File: src/rtl/core/sfd_pkg.sv
`timescale 1ns / 1ps
// ----------------------------------------------------------------------------
// sfd_pkg: shared types and codes for the sync 0x68 frame deframer
// Result item layout, result kinds and fixed frame constants.
// ----------------------------------------------------------------------------
package sfd_pkg;

  localparam logic [7:0]  SYNC_BYTE            = 8'h68;
  localparam int          FRAME_OVERHEAD_BYTES = 7;
  localparam int          SEGMENT_START        = 11;
  localparam int          SPLIT_THRESHOLD      = 14;
  localparam int          OUT_DEPTH_DEFAULT    = 8;

  // register indexes on the config port
  localparam logic        REG_MIN_LEN  = 1'b0;
  localparam logic        REG_MAX_LEN  = 1'b1;

  localparam logic [1:0]  KIND_TYPE    = 2'd0;
  localparam logic [1:0]  KIND_DATA    = 2'd1;
  localparam logic [1:0]  KIND_VERDICT = 2'd2;

  typedef struct packed {
    logic [1:0]  kind;
    logic [7:0]  value;
    logic [15:0] seg_length;
    logic        seg_last;
    logic        crc_ok;
    logic        truncated;
  } sfd_res_t;

  // results caused by one byte, slot 0 first
  typedef struct packed {
    logic [1:0] count;
    sfd_res_t   r0;
    sfd_res_t   r1;
  } sfd_push_t;

endpackage

File: src/rtl/core/sfd_core.sv
`timescale 1ns / 1ps
// ----------------------------------------------------------------------------
// sfd_core: input register, sync search, CRC and segment splitter
// One registered byte is processed per cycle; its results go out as a bundle.
// ----------------------------------------------------------------------------
module sfd_core
  import sfd_pkg::*;
(
  input  logic        clk,
  input  logic        rst,
  input  logic        cfg_we,
  input  logic        cfg_index,
  input  logic [15:0] cfg_data,
  input  logic        in_take,
  input  logic [7:0]  in_byte,
  output logic        in_pending,
  output sfd_push_t   push
);

  localparam logic [1:0] PH_TYPE = 2'd0;
  localparam logic [1:0] PH_LENH = 2'd1;
  localparam logic [1:0] PH_LENL = 2'd2;
  localparam logic [1:0] PH_DATA = 2'd3;

  function automatic logic [15:0] crc16_byte(input logic [15:0] c, input logic [7:0] d);
    logic [15:0] r;
    r = c ^ {8'h00, d};
    for (int k = 0; k < 8; k++) begin
      r = r[0] ? ((r >> 1) ^ 16'hA001) : (r >> 1);
    end
    return r;
  endfunction

  logic [15:0] min_len, max_len;
  logic        in_v;
  logic [7:0]  in_b;

  logic [23:0] win, win_next;
  logic [1:0]  fill, fill_next;
  logic        locked, locked_next;
  logic [16:0] pos, pos_next;
  logic [16:0] total, total_next;
  logic [15:0] crc, crc_next;
  logic [7:0]  crc_hi, crc_hi_next;
  logic        split, split_next;
  logic [1:0]  phase, phase_next;
  logic [15:0] rem, rem_next;
  // CRC of the newest window byte, and of the newest two, from 0xFFFF
  logic [15:0] crc1, crc1_next;
  logic [15:0] pair, pair_next;

  logic [15:0] hdr_len;
  logic [15:0] crc_new;
  logic [1:0]  phase_new;
  logic [15:0] rem_new;
  logic [15:0] rem_dec;
  logic [15:0] seg_len;
  logic [16:0] pos_p1, pos_p2, pos_p3, pos_p4;
  logic [1:0]  n;
  sfd_res_t    verdict;

  assign in_pending = in_v;

  always_ff @(posedge clk) begin
    if (rst) begin
      min_len <= 16'd1;
      max_len <= 16'd4096;
    end else if (cfg_we) begin
      case (cfg_index)
        REG_MIN_LEN: min_len <= cfg_data;
        REG_MAX_LEN: max_len <= cfg_data;
        default: ;
      endcase
    end
  end

  always_ff @(posedge clk) begin
    if (rst) begin
      in_v <= 1'b0;
    end else begin
      in_v <= in_take;
    end
    if (in_take) begin
      in_b <= in_byte;
    end
  end

  assign hdr_len = win[15:0];
  assign pos_p1  = pos + 17'd1;
  assign pos_p2  = pos + 17'd2;
  assign pos_p3  = pos + 17'd3;
  assign pos_p4  = pos + 17'd4;
  assign rem_dec = rem - 16'd1;
  assign seg_len = {rem[7:0], in_b};

  always_comb begin
    win_next    = win;
    fill_next   = fill;
    locked_next = locked;
    pos_next    = pos;
    total_next  = total;
    crc_next    = crc;
    crc_hi_next = crc_hi;
    split_next  = split;
    phase_next  = phase;
    rem_next    = rem;
    crc1_next   = crc1;
    pair_next   = pair;
    crc_new     = crc;
    phase_new   = phase;
    rem_new     = rem;
    n           = 2'd0;
    push        = '0;
    verdict     = '0;

    if (in_v && !locked) begin
      if (fill == 2'd3 && win[23:16] == SYNC_BYTE && in_b == SYNC_BYTE &&
          hdr_len >= min_len && hdr_len <= max_len) begin
        locked_next = 1'b1;
        total_next  = {1'b0, hdr_len} + 17'(FRAME_OVERHEAD_BYTES);
        pos_next    = 17'd4;
        crc_next    = crc16_byte(pair, in_b);
        crc_hi_next = 8'h00;
        split_next  = ({1'b0, hdr_len} + 17'(FRAME_OVERHEAD_BYTES)) > 17'(SPLIT_THRESHOLD);
        phase_next  = PH_TYPE;
        rem_next    = 16'h0000;
        win_next    = 24'h000000;
        fill_next   = 2'd0;
      end else begin
        fill_next = (fill == 2'd3) ? 2'd3 : fill + 2'd1;
        win_next  = {win[15:0], in_b};
        crc1_next = crc16_byte(16'hFFFF, in_b);
        pair_next = crc16_byte(crc1, in_b);
      end
    end else if (in_v) begin
      if (pos_p4 <= total) begin
        crc_new = crc16_byte(crc, in_b);
      end else if (pos_p3 == total) begin
        crc_hi_next = in_b;
      end else if (pos_p2 == total) begin
        crc_new = crc ^ {crc_hi, in_b};
      end

      if (split) begin
        case (phase)
          PH_TYPE: begin
            if (pos >= 17'(SEGMENT_START) && pos_p3 < total) begin
              rem_new   = {in_b, 8'h00};
              phase_new = PH_LENH;
            end
          end
          PH_LENH: begin
            rem_new   = {rem[15:8], in_b};
            phase_new = PH_LENL;
          end
          PH_LENL: begin
            push.r0.kind       = KIND_TYPE;
            push.r0.value      = rem[15:8];
            push.r0.seg_length = seg_len;
            push.r0.seg_last   = (seg_len == 16'h0000);
            n                  = 2'd1;
            rem_new            = seg_len;
            phase_new          = (seg_len == 16'h0000) ? PH_TYPE : PH_DATA;
          end
          default: begin
            push.r0.kind     = KIND_DATA;
            push.r0.value    = in_b;
            push.r0.seg_last = (rem_dec == 16'h0000);
            n                = 2'd1;
            rem_new          = rem_dec;
            if (rem_dec == 16'h0000) begin
              phase_new = PH_TYPE;
            end
          end
        endcase
      end

      if (pos_p1 >= total) begin
        verdict.kind      = KIND_VERDICT;
        verdict.crc_ok    = (crc_new == 16'h0000);
        verdict.truncated = split && (phase_new != PH_TYPE);
        if (n == 2'd0) begin
          push.r0 = verdict;
        end else begin
          push.r1 = verdict;
        end
        n           = n + 2'd1;
        win_next    = 24'h000000;
        fill_next   = 2'd0;
        locked_next = 1'b0;
        pos_next    = 17'd0;
        total_next  = 17'd0;
        crc_next    = 16'hFFFF;
        crc_hi_next = 8'h00;
        split_next  = 1'b0;
        phase_next  = PH_TYPE;
        rem_next    = 16'h0000;
      end else begin
        pos_next   = pos_p1;
        crc_next   = crc_new;
        phase_next = phase_new;
        rem_next   = rem_new;
      end
    end
    push.count = n;
  end

  always_ff @(posedge clk) begin
    if (rst) begin
      win    <= 24'h000000;
      fill   <= 2'd0;
      locked <= 1'b0;
      pos    <= 17'd0;
      total  <= 17'd0;
      crc    <= 16'hFFFF;
      crc_hi <= 8'h00;
      split  <= 1'b0;
      phase  <= PH_TYPE;
      rem    <= 16'h0000;
    end else begin
      win    <= win_next;
      fill   <= fill_next;
      locked <= locked_next;
      pos    <= pos_next;
      total  <= total_next;
      crc    <= crc_next;
      crc_hi <= crc_hi_next;
      split  <= split_next;
      phase  <= phase_next;
      rem    <= rem_next;
    end
    crc1 <= crc1_next;
    pair <= pair_next;
  end

endmodule

File: src/rtl/core/sfd_outq.sv
`timescale 1ns / 1ps
// ----------------------------------------------------------------------------
// sfd_outq: result queue
// Takes up to two result items a cycle, hands out one. DEPTH a power of two.
// ----------------------------------------------------------------------------
module sfd_outq
  import sfd_pkg::*;
#(
  parameter int DEPTH = OUT_DEPTH_DEFAULT
) (
  input  logic                       clk,
  input  logic                       rst,
  input  sfd_push_t                  push,
  input  logic                       pop,
  output sfd_res_t                   head,
  output logic                       not_empty,
  output logic [$clog2(DEPTH+1)-1:0] level
);

  localparam int AW = $clog2(DEPTH);
  localparam int LW = $clog2(DEPTH+1);

  sfd_res_t        mem [DEPTH];
  logic [AW-1:0]   wr, rd;

  assign not_empty = (level != '0);
  assign head      = mem[rd];

  always_ff @(posedge clk) begin
    if (push.count != 2'd0) begin
      mem[wr] <= push.r0;
    end
    if (push.count == 2'd2) begin
      mem[wr + AW'(1)] <= push.r1;
    end
  end

  always_ff @(posedge clk) begin
    if (rst) begin
      wr    <= '0;
      rd    <= '0;
      level <= '0;
    end else begin
      wr    <= wr + AW'(push.count);
      rd    <= rd + AW'(pop);
      level <= level + LW'(push.count) - LW'(pop);
    end
  end

endmodule

File: src/rtl/core/sync68_frame_deframer_crc16.sv
`timescale 1ns / 1ps
// ----------------------------------------------------------------------------
// sync68_frame_deframer_crc16: 0x68 sync frame deframer, CRC-16 check, splitter
// Finds 0x68 LL LL 0x68 headers in a byte stream, checks the frame CRC and
// emits segment type, payload and end-of-frame verdict items.
// ----------------------------------------------------------------------------
// Use:
//   s_* : one received stream byte per item.
//   m_* : result items - segment type byte (with declared length), segment
//         payload byte, or the verdict on the frame's last byte.
//   cfg : min/max accepted length field, write while the block is idle.
// Timing:
//   One byte per cycle while s_tready is high. A byte accepted at one edge is worked on
//   in the next cycle, from the input register, by the sync/CRC/splitter
//   logic; its results enter the result queue at the end of that cycle and
//   are then taken from the head of the queue.
//   A byte yields at most two items (type or payload + verdict), which the queue
//   absorbs; s_tready drops only while the queue cannot take two more items
//   for the byte in flight and two more for the new byte.
// Reset: synchronous, clears the search window, frame state, queue and
//   restores min 1 / max 4096.
// Stall: while m_tready is low results wait in the queue; input keeps being
//   taken until the queue nears full, then s_tready is held low.
// ----------------------------------------------------------------------------
module sync68_frame_deframer_crc16
  import sfd_pkg::*;
#(
  parameter int OUT_DEPTH = OUT_DEPTH_DEFAULT
) (
  input  logic        clk,
  input  logic        rst,
  // configuration write port
  input  logic        cfg_we,
  input  logic        cfg_index,
  input  logic [15:0] cfg_data,
  // byte stream in
  input  logic        s_tvalid,
  output logic        s_tready,
  input  logic [7:0]  s_tdata,   // [7:0] byte_in
  // result items out
  output logic        m_tvalid,
  input  logic        m_tready,
  output logic [31:0] m_tdata,   // [7:0] value, [23:8] seg_length, [24] crc_ok,
                                 // [25] truncated, [31:26] zero
  output logic [1:0]  m_tuser,   // [1:0] kind
  output logic        m_tlast    // seg_last
);

  localparam int LW = $clog2(OUT_DEPTH+1);

  sfd_push_t   push;
  sfd_res_t    head;
  logic        in_pending;
  logic        q_not_empty;
  logic [LW-1:0] q_level;
  logic [LW+1:0] q_need;
  logic        take;

  // worst case: two items from the byte in flight, two from the new one
  assign q_need   = (LW+2)'(q_level) + (in_pending ? (LW+2)'(2) : (LW+2)'(0))
                  + (LW+2)'(2);
  assign s_tready = (q_need <= (LW+2)'(OUT_DEPTH));
  assign take     = s_tvalid && s_tready;

  sfd_core u_core (
    .clk        (clk),
    .rst        (rst),
    .cfg_we     (cfg_we),
    .cfg_index  (cfg_index),
    .cfg_data   (cfg_data),
    .in_take    (take),
    .in_byte    (s_tdata),
    .in_pending (in_pending),
    .push       (push)
  );

  sfd_outq #(
    .DEPTH (OUT_DEPTH)
  ) u_outq (
    .clk       (clk),
    .rst       (rst),
    .push      (push),
    .pop       (m_tvalid && m_tready),
    .head      (head),
    .not_empty (q_not_empty),
    .level     (q_level)
  );

  assign m_tvalid = q_not_empty;
  assign m_tuser  = head.kind;
  assign m_tlast  = head.seg_last;
  assign m_tdata  = {6'b000000, head.truncated, head.crc_ok, head.seg_length, head.value};

  // queue never overfills given the admission check
  a_no_overflow: assert property (@(posedge clk) disable iff (rst)
    (LW+1)'(q_level) <= (LW+1)'(OUT_DEPTH))
    else $error("result queue overflow");

  // a verdict carries no byte, length or segment end
  a_verdict_clean: assert property (@(posedge clk) disable iff (rst)
    (m_tvalid && m_tuser == KIND_VERDICT) |-> (m_tdata[23:0] == 24'h0 && !m_tlast))
    else $error("verdict item with payload fields set");

  // every item's kind is one of the three known codes
  a_kind_known: assert property (@(posedge clk) disable iff (rst)
    m_tvalid |-> (m_tuser == KIND_TYPE || m_tuser == KIND_DATA || m_tuser == KIND_VERDICT))
    else $error("unknown result kind");

  // an empty queue with nothing in flight must accept
  a_ready_when_idle: assert property (@(posedge clk) disable iff (rst)
    (q_level == '0 && !in_pending) |-> s_tready)
    else $error("input stalled with empty queue");

endmodule

File: config.mk
export PLATFORM = sky130hd
export DESIGN_NAME = sync68_frame_deframer_crc16
export DESIGN_NICKNAME = d
export VERILOG_FILES = /design/src/rtl/core/sfd_pkg.sv /design/src/rtl/core/sfd_core.sv /design/src/rtl/core/sfd_outq.sv /design/src/rtl/core/sync68_frame_deframer_crc16.sv
export SDC_FILE = /design/constraint.sdc
export NUM_CORES = 1
export LEC_CHECK = 0
export CORE_ASPECT_RATIO = 1.4
export CORE_MARGIN = 1
export CORE_UTILIZATION = 55
export CTS_CLUSTER_SIZE = 16
export DETAILED_ROUTE_END_ITERATION = 16
export DONT_BUFFER_PORTS = 1
export GPL_TIMING_DRIVEN = 0
export PLACE_DENSITY = 0.71
export SYNTH_ARGS = -nofsm -noshare
export SYNTH_HDL_FRONTEND = slang
export SYNTH_SLANG_ARGS = --single-unit
File: constraint.sdc
create_clock -name clk -period 13.8 [get_ports clk]
set_input_delay 0.69 -clock clk [delete_from_list [all_inputs] [get_ports clk]]
set_output_delay 0.69 -clock clk [all_outputs]
set_load 0.005 [all_outputs]
Word-level counts from Yosys, hierarchy flattened

Memories as Yosys holds them, arrays and structs flattened. A register that Yosys moved wholly into a read port is not among the register bits.
Index checks and enable logic that the tools add are counted.

RAM bits: 232
Memories kept: 1
Flip-flop bits (word level): 187
Output and inout port bits: 37

Multiplexer cells: 110
Equal/unequal tests: 12
Bitwise gates (word level): 39
Reductions and logical operators: 32
Order comparisons: 8
Add/subtract/negate cells: 15

Memories:

| name       | depth | bits a word | rd ports | clocked after memory_dff | write ports | RTL line       | RTL |
|---|---|---|---|---|---|---|---|
| u_outq.mem | 8     | 29          | 1        | 1                        | 2           | sfd_outq.sv:23 | `sfd_res_t mem [DEPTH];` |

Operators by type and width:

| operator                                                                             | count |
|---|---|
| 16-bit two-way mux                                                                   | 46 |
| 58-bit two-way mux                                                                   | 3 |
| 17-bit two-way mux                                                                   | 8 |
| 24-bit two-way mux                                                                   | 4 |
| 2-bit NOT with 3-bit output                                                          | 32 |
| 29-bit two-way mux                                                                   | 2 |
| 16-bit logical NOT                                                                   | 3 |
| 8-bit two-way mux                                                                    | 6 |
| 16-bit case mux with 3 select lines                                                  | 1 |
| 16-bit by 8-bit bitwise XOR with 16-bit output                                       | 3 |
| 2-bit two-way mux                                                                    | 22 |
| 17-bit by 2-bit adder with 17-bit output, second input constant                      | 2 |
| 17-bit equality test                                                                 | 2 |
| 14-bit two-way mux                                                                   | 2 |
| 27-bit two-way mux                                                                   | 1 |
| 9-bit case mux with 2 select lines                                                   | 1 |
| 16-bit by 3-bit adder with 17-bit output, second input constant                      | 1 |
| 17-bit by 1-bit adder with 17-bit output, second input constant                      | 1 |
| 17-bit by 3-bit adder with 17-bit output, second input constant                      | 1 |
| 17-bit greater-or-equal comparator                                                   | 1 |
| 17-bit by 4-bit greater-or-equal comparator with 1-bit output, second input constant | 1 |
| 17-bit by 4-bit > comparator with 1-bit output, second input constant                | 1 |
| 17-bit <= comparator                                                                 | 1 |
| 17-bit less-than comparator                                                          | 1 |
| 37 further kinds                                                                     | 70 |

Longest topological paths before layout

Gate-level depths: netlist of the first run.

Depth after elaboration: 25
Mapped depth: 22
Mapped depth without buffers: 22

Cells and area by module

A second synthesis of the first run with hierarchy kept.

Cell total of the unflattened synthesis: 2214
Area total of the unflattened synthesis: 24686.2 sq um

Modules (own cells, without submodules):

| module                      | cells an instance | area an instance (sq um) | instances |
|---|---|---|---|
| sfd_core                    | 1518              | 12265.5                  | 1 |
| sfd_outq                    | 674               | 12260.5                  | 1 |
| sync68_frame_deframer_crc16 | 22                | 160.2                    | 1 |

Least setup slack after synthesis of the first run

OpenSTA, ideal clock, no wires.

Path type: flip-flop to flip-flop
Start point: register u_core.pos[2]
End point: memory u_outq.mem[5][0] (netlist bit), enable pin
Library setup time: 265 ps
Arrival: 4963 ps
Stages on the path, launching flop included: 22
Path slack: 8572 ps
Period minus slack after synthesis: 5228 ps
Path through: dfxtp_1 ha_1 and3_1 and3_1 nand4_1 nor2_1 xor2_1 ha_1 a21oi_1 o211ai_1 o2111ai_1 a2111oi_0 nor2_1 inv_1 ha_1 o21ai_0 nor2_1 and3_1 clkbuf_1 a21oi_1 clkbuf_1 inv_1

RTL lines:

| item                   | RTL line        | RTL |
|---|---|---|
| start, declared        | sfd_core.sv:41  | `logic [16:0] pos, pos_next;` |
| start signal, assigned | sfd_core.sv:224 | `pos <= pos_next;` |
| end, declared          | sfd_outq.sv:23  |  |

==> results of run 1 <==
-- power breakdown --
group	internal, mW	switching, mW
Sequential	1.26	0.0309
Clock	0.704	0.513
Combinational	0.223	0.340
-- how the worst max path moves through the flow --
stage | from | end | slack, ns
2_1_floorplan | u_core.pos[2] | u_outq.mem[5][0] | 8.57
3_3_place_gp | u_core.pos[2] | u_outq.mem[5][0] | 6.22
3_5_place_dp | u_core.pos[2] | u_outq.mem[5][0] | 6.11
4_1_cts | u_core.pos[2] | u_outq.mem[0][28] | 6.08
5_1_grt | u_core.pos[2] | u_outq.mem[0][0] | 5.47
6_report | u_core.pos[2] | u_outq.mem[5][1] | 5.91
-- placed cells by master (no fill, tap or decap), types with 59 or more instances in the layout --
cell type / instances
sky130_fd_sc_hd__ha_1: 117
sky130_fd_sc_hd__dfxtp_1: 355
sky130_fd_sc_hd__xor2_1: 59
sky130_fd_sc_hd__inv_1: 100
sky130_fd_sc_hd__a21oi_1: 157
sky130_fd_sc_hd__a22o_1: 201
sky130_fd_sc_hd__nand2_1: 218
sky130_fd_sc_hd__xnor2_1: 116
sky130_fd_sc_hd__nor2_1: 125
sky130_fd_sc_hd__clkbuf_1: 132
-- critical path: cells and delay by family, from the launching register on --
kind            cells  cell delay [ns]
flops               1             0.59
fa+ha+maj           3             1.10
xor+xnor            1             0.11
simple gates        7             1.80
buf+inv             4             1.52
compound gates      6             2.48
-- registers in the layout (all words and copies together) (netlist names), 8 cells and up --
signal          flops
u_outq.mem        232
u_core.win         24
u_core.pos         17
u_core.total       17
u_core.crc         16
u_core.max_len     16
u_core.min_len     16
u_core.rem         16
u_core.pair        12
u_core.crc1        11
u_core.crc_hi       8
u_core.in_b         8
-- routing by layer --
metal / GRT usage, % / vias up / wire (µm)
li1: - / 8304 / -
met1: 33.7 / 8629 / 23700
met2: 61.7 / 648 / 35000
met3: 4.06 / 223 / 3230
met4: 19.7 / 0 / 3940
met5: 0 / - / 0
-- area by class of cell --
type,count,area (µm²),share of cell area (%)
plain buffers,177,748,3.12
clock buffers,51,1130,4.70
clock inverters,27,320,1.34
inverters,101,379,1.58
multi-input cells,1581,12000,50.0
flip-flops and latches,410,8760,36.5
well taps,528,661,2.76
-- kinds of logic after synthesis --
family | synth area share [%]
compound gates | 19.0
xor+xnor | 7.28
fa+ha+maj | 6.89
buf+inv | 5.16
flops | 40.1
mux | 8.19
other cells | 0.0172
simple gates | 13.4
==> impl_summary.md, run 1 <==
Status
The run finished with clean final reports.

Logic synthesis
The netlist area before placement is 0.0218 mm². The most used flip-flop cell after synthesis is sky130_fd_sc_hd__dfxtp_1. Of all flip-flops after synthesis, the portion carrying an async set or reset was 0%.

The leading area contributor after synthesis is sky130_fd_sc_hd__dfxtp_1. The share of the synthesized area in the top cell type is 32.5%. The fraction of the yosys area taken by sequential cells is 40.1%. The post-synthesis area per instance is 9.65 µm². Counting distinct cell types in the post-synthesis netlist gives 86. By area the synthesized netlist is led by sky130_fd_sc_hd__dfxtp_1 33%, sky130_fd_sc_hd__a22o_1 8.1%, sky130_fd_sc_hd__edfxtp_1 7.6%. By count the netlist is led by 355 x sky130_fd_sc_hd__dfxtp_1, 218 x sky130_fd_sc_hd__nand2_1, 201 x sky130_fd_sc_hd__a22o_1. The number of synthesis warnings is 0. The count of mapped cells out of synthesis is 2264. The most used standard cell by instance count after synthesis is sky130_fd_sc_hd__dfxtp_1.

The total of flip-flops plus latches after synthesis is 410. The number of flops mapped to enable cells by yosys is 55.

Setup path
The capture instance of the worst register-to-register path is u_outq.mem[5][1]. The startpoint identified for the worst register-to-register timing path is u_core.pos[2]. The endpoint arrival time on the critical path is 8.17 ns.

For the worst flop-to-flop path, the logic depth is 21. The critical path startpoint category is a flip-flop. The maximum net fanout on the critical path is 10.

For the worst setup path, the data required time is 14.09 ns. The critical path goes through ha_1 > and3_1 > and3_1 > nand4_1 > nor2_1 > xor2_1 > ha_1 > a21oi_1 > o211ai_1 > o2111ai_1 > o41ai_1 > nor2_1 > inv_1 > ha_1 > o21ai_0 > nor2_1 > and3_1 > clkbuf_1 > a21oi_1 > clkbuf_1 > inv_1. The worst stage delay on the critical path is 0.88 ns. Setup slack on the worst reg-to-reg path comes out at 5.91 ns. The start-to-end type of the worst setup path is flip-flop to flip-flop. The worst setup path is captured at a flip-flop.

The largest individual stage delay along the critical path comes from the cell sky130_fd_sc_hd__a21oi_1.

Detailed routing
In the routed layout, each cell is associated on average with a via count of 6.19. The DRC violation count after routing is 0. Once detail routing completed, the nets flagged for antenna violations numbered 0.

The first detailed-routing pass took 7 iterations. The average wire length per cell after detail routing is 22.9 µm. The iteration-0 DRC count of the detailed router is 1255. After detailed routing, the total wire length is 65800 µm.

The number of vias in the routed layout is 17800.

Clock tree
The post-CTS setup repair buffer count is 0. The clock passes through at most 3 buffers. The clock latency of the later-clocked register in the worst-skew pair is 0.57 ns. The hold buffer count at CTS is 0. The tree built by TritonCTS fans out to 410 sinks. The number of gates resized after CTS was 0. The H-tree was split into 2 levels. The clock-pin slew reported for the worst setup and hold paths after clock tree synthesis is 0.06 ns. The root buffer cell is sky130_fd_sc_hd__clkbuf_16. The number of buffers added by the clock tree synthesis step is 42. TritonCTS built the clock tree.

Die
In this run the standard cell core region covers 0.0393 mm². The count of boundary I/O pins is 67. From bottom edge to top edge, the die measures 238 µm. Once the floorplan was initialized, standard cells occupied 55.6% of the core. In this run the core area contains 86 standard-cell rows.

The chip width is 170 µm. The die outline area is 0.0405 mm².

Placed design
The count of placed standard cells including taps is 2797. The worst slack after detailed placement is 6.11 ns. Detailed placement ended at an HPWL of 49800 µm.

In this run the cell area measured after placement is 0.0225 mm². Routability-driven placement finished with a final weighted congestion of 0.962. Port buffering added 0 buffers.

Pwr
The total design power is 3.08 mW. The static leakage is 8.96 nW. IR analysis of the VDD net gives a maximum drop of 0.000101 V.

The power density relative to cell area is 128 mW/mm².

Hold path
The startpoint identified for the worst hold timing path is s_tdata[0]. The cell count of the worst hold path is 0. For hold timing, the worst endpoint is u_core.in_b[0].

The min-delay analysis places its worst path in the category primary input to flip-flop.

Layout
The non-filler instance count after layout is 2875. The post-synthesis to final-layout area growth is 9.76%. The post-route netlist has 9.16% of its cells at a drive strength greater than 1. For this run, the post-layout net count is 2462.

The number of diodes is 0. The area of all placed cells without fillers is 0.0240 mm². The final-layout fill cell count is 3381. The final cell utilization of the core is 61.0%.

GRT
Entering global routing, the biggest net connects 25 pins. The via count of the first global-routing pass was 18100. The number of antenna violations at the first check in global routing is 0. For this run, the total global-route usage over all layers was measured as 32.6%. The first-pass GRT wire length is 101000 µm. The total overflow left after global routing is 0.

STA
The worst pin sits at a relative slew slack of 12.6%. The highest clock rate is 0.127 GHz. Setup repair after global routing left no endpoint under its margin. Of the available clock period, the critical path in the final layout requires 57.1%. The max-slew violation count is 0. Hold is met by 0.222 ns.

The final hold violation count came to 0. The minimum clock period after layout is 7.89 ns. Setup violations remaining at the end of the flow were counted as 0.

The final worst setup slack is 5.91 ns. The sum of negative setup slack is 0 ns. For the pin with the worst max-slew slack, the measured transition is 1.30 ns. Between clock sinks in the finished design, the worst skew comes to 0.0143 ns.

Job
The number of maximum-capacitance violations is 0.
Note: power is estimated with default switching activity, not from simulation.
==> inputs of run 2 (changes only) <==
PLACE_DENSITY = 0.74   (was 0.71)
clock period = 6.7 ns   (was 13.8 ns; I/O delays follow)
==> run 2 against run 1 <==
Compared with the run above:
- clock skew grew 0.0021 ns
- via count rose by 1.2%
- critical path depth unchanged
- largest cell class unchanged
- critical endpoint is now u_outq.mem[1][28]
==> impl_summary.md, run 2 (synthesized netlist as in run 1, its figures left out) <==
Die
The core area came to 0.0393 mm² (unchanged). The overall die height is 238 µm (unchanged). The chip width is 170 µm (unchanged). The die outline area is 0.0405 mm² (unchanged).

The count of boundary I/O pins is 67 (unchanged). The starting density of the core is 55.6% (unchanged). The number of standard-cell rows in the floorplan is 86 (unchanged).

Placed design
The count of port buffers added during placement is 0 (unchanged). The detailed placement HPWL is 49700 µm (-0.20%). The worst slack after detailed placement is -0.973 ns (-7.08 ns).

The global placer's final weighted congestion was 0.958 (-0.42%).

Detailed routing
The aggregate routed wire length is 66000 µm (+0.22%). The antenna violation net count after detailed routing is 0 (unchanged). The number of vias in the routed layout was 18000 (+1.2%).

The average wire length per cell after detail routing is 22.8 µm (-0.58%). The DRC violation count after routing came to 0 (unchanged). The number of detailed-routing iterations run before antenna repair is 8 (+1).

The iteration-0 DRC count of the detailed router is 1364 (+8.7%). The post-detailed-route via-to-cell ratio is 6.22 (+0.42%).

Setup path
In this design, the largest share of critical-path delay is due to compound AO/OA/AOI/OAI gates. The startpoint identified for the worst register-to-register timing path is u_core.pos[2]. The signal on the critical path passes through ha_2 > and3_1 > and3_1 > nand4_1 > nor2_1 > xor2_1 > ha_1 > a21oi_1 > o211ai_1 > o2111ai_1 > a2111oi_4 > nor2_4 > inv_2 > ha_1 > o21ai_0 > or2_2 > clkbuf_1 > nor2_4 > a21oi_4 > clkbuf_2 > inv_1. The endpoint arrival time on the critical path is 6.56 ns (-1.61 ns). The worst reg2reg path depth is 21 (unchanged).

The master of the slowest instance on the critical path is sky130_fd_sc_hd__a2111oi_4. The critical path required time was 6.98 ns (-7.11 ns). The worst setup path is of the flip-flop to flip-flop kind. The worst stage delay on the critical path is 0.53 ns (-0.35 ns). The worst setup path is launched from a flip-flop. The capture instance of the worst register-to-register path is u_outq.mem[1][28]. The minimum setup slack among reg-to-reg paths is 0.42 ns (-5.49 ns). The number of buffer and inverter instances along the worst setup path is 4 (unchanged). The maximum net fanout on the critical path is 10 (unchanged).

The nature of the critical path endpoint is a flip-flop.

STA
The final clock skew is 0.0164 ns (+0.00213 ns). The sum of negative setup slack is 0 ns (unchanged). The pin slew with the least headroom to its limit was 1.33 ns (+0.0326 ns). The minimum clock period after layout is 6.28 ns (-1.61 ns). The period utilization was 93.7% (+37 points).

The highest clock rate is 0.159 GHz (+26%). The final worst setup slack came to 0.422 ns (-5.49 ns). Setup repair after global routing left no endpoint under its margin.

The max-slew violation count is 0 (unchanged). The final hold violation count is 0 (unchanged). The count of final setup violators came to 0 (unchanged). The remaining max-slew budget at the tightest pin is 10.4% (-2.2 points).

Layout
The library cells used most frequently in the layout, excluding fill and tap cells, are 354 x sky130_fd_sc_hd__dfxtp_1, 218 x sky130_fd_sc_hd__nand2_1, 201 x sky130_fd_sc_hd__a22o_1. The number of flip-flops in the largest register is 232 (unchanged). The number of diodes is 0 (unchanged). The largest registers in the layout are u_outq.mem (232), u_core.win (24). The register with the highest flop count is u_outq.mem.

The number of nets in the layout came to 2488 (+1.1%). The share of post-route cells with drive strength above 1 is 10.4% (+1.3 points). The most frequent standard cell in the layout excluding fill and tap cells is sky130_fd_sc_hd__dfxtp_1. The post-synthesis to final-layout area growth is 11.5%. The footprint of the flip-flops and latches came to 0.00876 mm² (about the same). The multi-input combinational cell area came to 0.0121 mm² (+1.2%). The final-layout fill cell count came to 3320 (-1.8%).

Status
The run finished with clean final reports.

GRT
The final global-route overflow total is 0 (unchanged). The first-pass GRT wire length is 102000 µm (+0.72%). The number of antenna violations at the first check in global routing was 0 (unchanged).

The all-layer global routing usage is 32.8% (+0.22 points). The largest net degree at the start of global routing is 25 (unchanged). The via count of the first global-routing pass is 18500 (+2.0%).

Job
The number of maximum-capacitance violations is 0 (unchanged).

Hold path
The type of the worst min-delay path is primary input to flip-flop. The hold-critical path endpoint is u_core.crc_hi[3]. The startpoint identified for the worst hold timing path is rst.

The cell count of the worst hold path was 2 (+2).

Clock tree
The maximum buffer depth of the clock tree is 3 (unchanged). The number of H-tree branching levels is 2 (unchanged). The clock latency of the later-clocked register in the worst-skew pair was 0.56 ns (about the same). The sink count of the clock tree was 410 (unchanged). The root buffer cell is sky130_fd_sc_hd__clkbuf_16. The clock-pin slew reported for the worst setup and hold paths after clock tree synthesis is 0.06 ns (about the same). TritonCTS built the clock tree. The number of buffers added by the clock tree synthesis step is 42 (unchanged).

Pwr
The power density relative to cell area is 259 mW/mm² (+100%). The largest vdd supply drop is 0.000202 V (+99%). The static leakage is 9.18 nW (+2.5%).
run 2: cell types whose count changed in the layout (fill, tap and decap cells not counted), moves of 4 or more:
cell / change
sky130_fd_sc_hd__dlygate4sd3_1: +24
sky130_fd_sc_hd__inv_6: -4
sky130_fd_sc_hd__clkbuf_8: +5
sky130_fd_sc_hd__clkbuf_1: -9
sky130_fd_sc_hd__a21oi_1: -4
sky130_fd_sc_hd__clkbuf_2: +13
sky130_fd_sc_hd__clkinv_1: -4
sky130_fd_sc_hd__a21oi_4: +4
sky130_fd_sc_hd__buf_1: -4
run 2: worst max path at each step:
stage,start,to,slack (ns),cells after the start
after floorplan,u_core.pos[2],u_outq.mem[5][0],1.47,21
after global placement,u_core.pos[2],u_outq.mem[0][0],-0.77,21
after detailed placement,u_core.pos[2],u_outq.mem[0][1],-0.97,21
after CTS,u_core.pos[2],u_outq.mem[0][0],0.01,21
after global routing,u_core.pos[2],u_outq.mem[1][28],0.03,21
final,u_core.pos[2],u_outq.mem[1][28],0.42,21
run 2: layer usage:
metal	vias up	global-route usage [%]	routed length (µm)
met4	0	23.5	4790
met2	658	60.3	34300
met3	267	5.39	3540
li1	8368	-	-
met5	-	0	0
met1	8728	33.3	23300
run 2: final cells by class:
class	instances	share of cell area (%)
flip-flops and latches	410	36.0
clock buffers	58	4.78
plain buffers	177	3.15
multi-input cells	1581	49.8
inverters	101	1.56
repair buffers	26	1.10
well taps	528	2.71
clock inverters	17	0.961
run 2: through the flow:
stage               power (mW)  hold WS [ns]  cell area (µm²)  utilization, %  std cells
floorplan                 3.57         0.400            21900               -       2269
global route              6.51         0.143            24400            62.0       2898
CTS                       6.31         0.123            24300            61.7       2896
detailed placement        3.90         0.413            22500            57.4       2797
global placement          3.87         0.401            22500            57.3       2797
finish                    6.30         0.153            24400            62.0       2898
run 2: report_power, final:
part / total, mW / switching (mW) / internal (mW)
clock network: 2.44 / 1.02 / 1.42
logic: 1.20 / 0.717 / 0.484
registers: 2.67 / 0.0612 / 2.60
total: 6.30 / 1.80 / 4.50
run 2: what timing repair did:
item / CTS / global route
hold buffers: 24 / 0
pin swaps: 0 / 1
setup endpoints to repair: 209 / 237
resized for setup: 28 / 19
buffers inserted: 0 / 2
endpoints found under the hold margin: 40 / 0
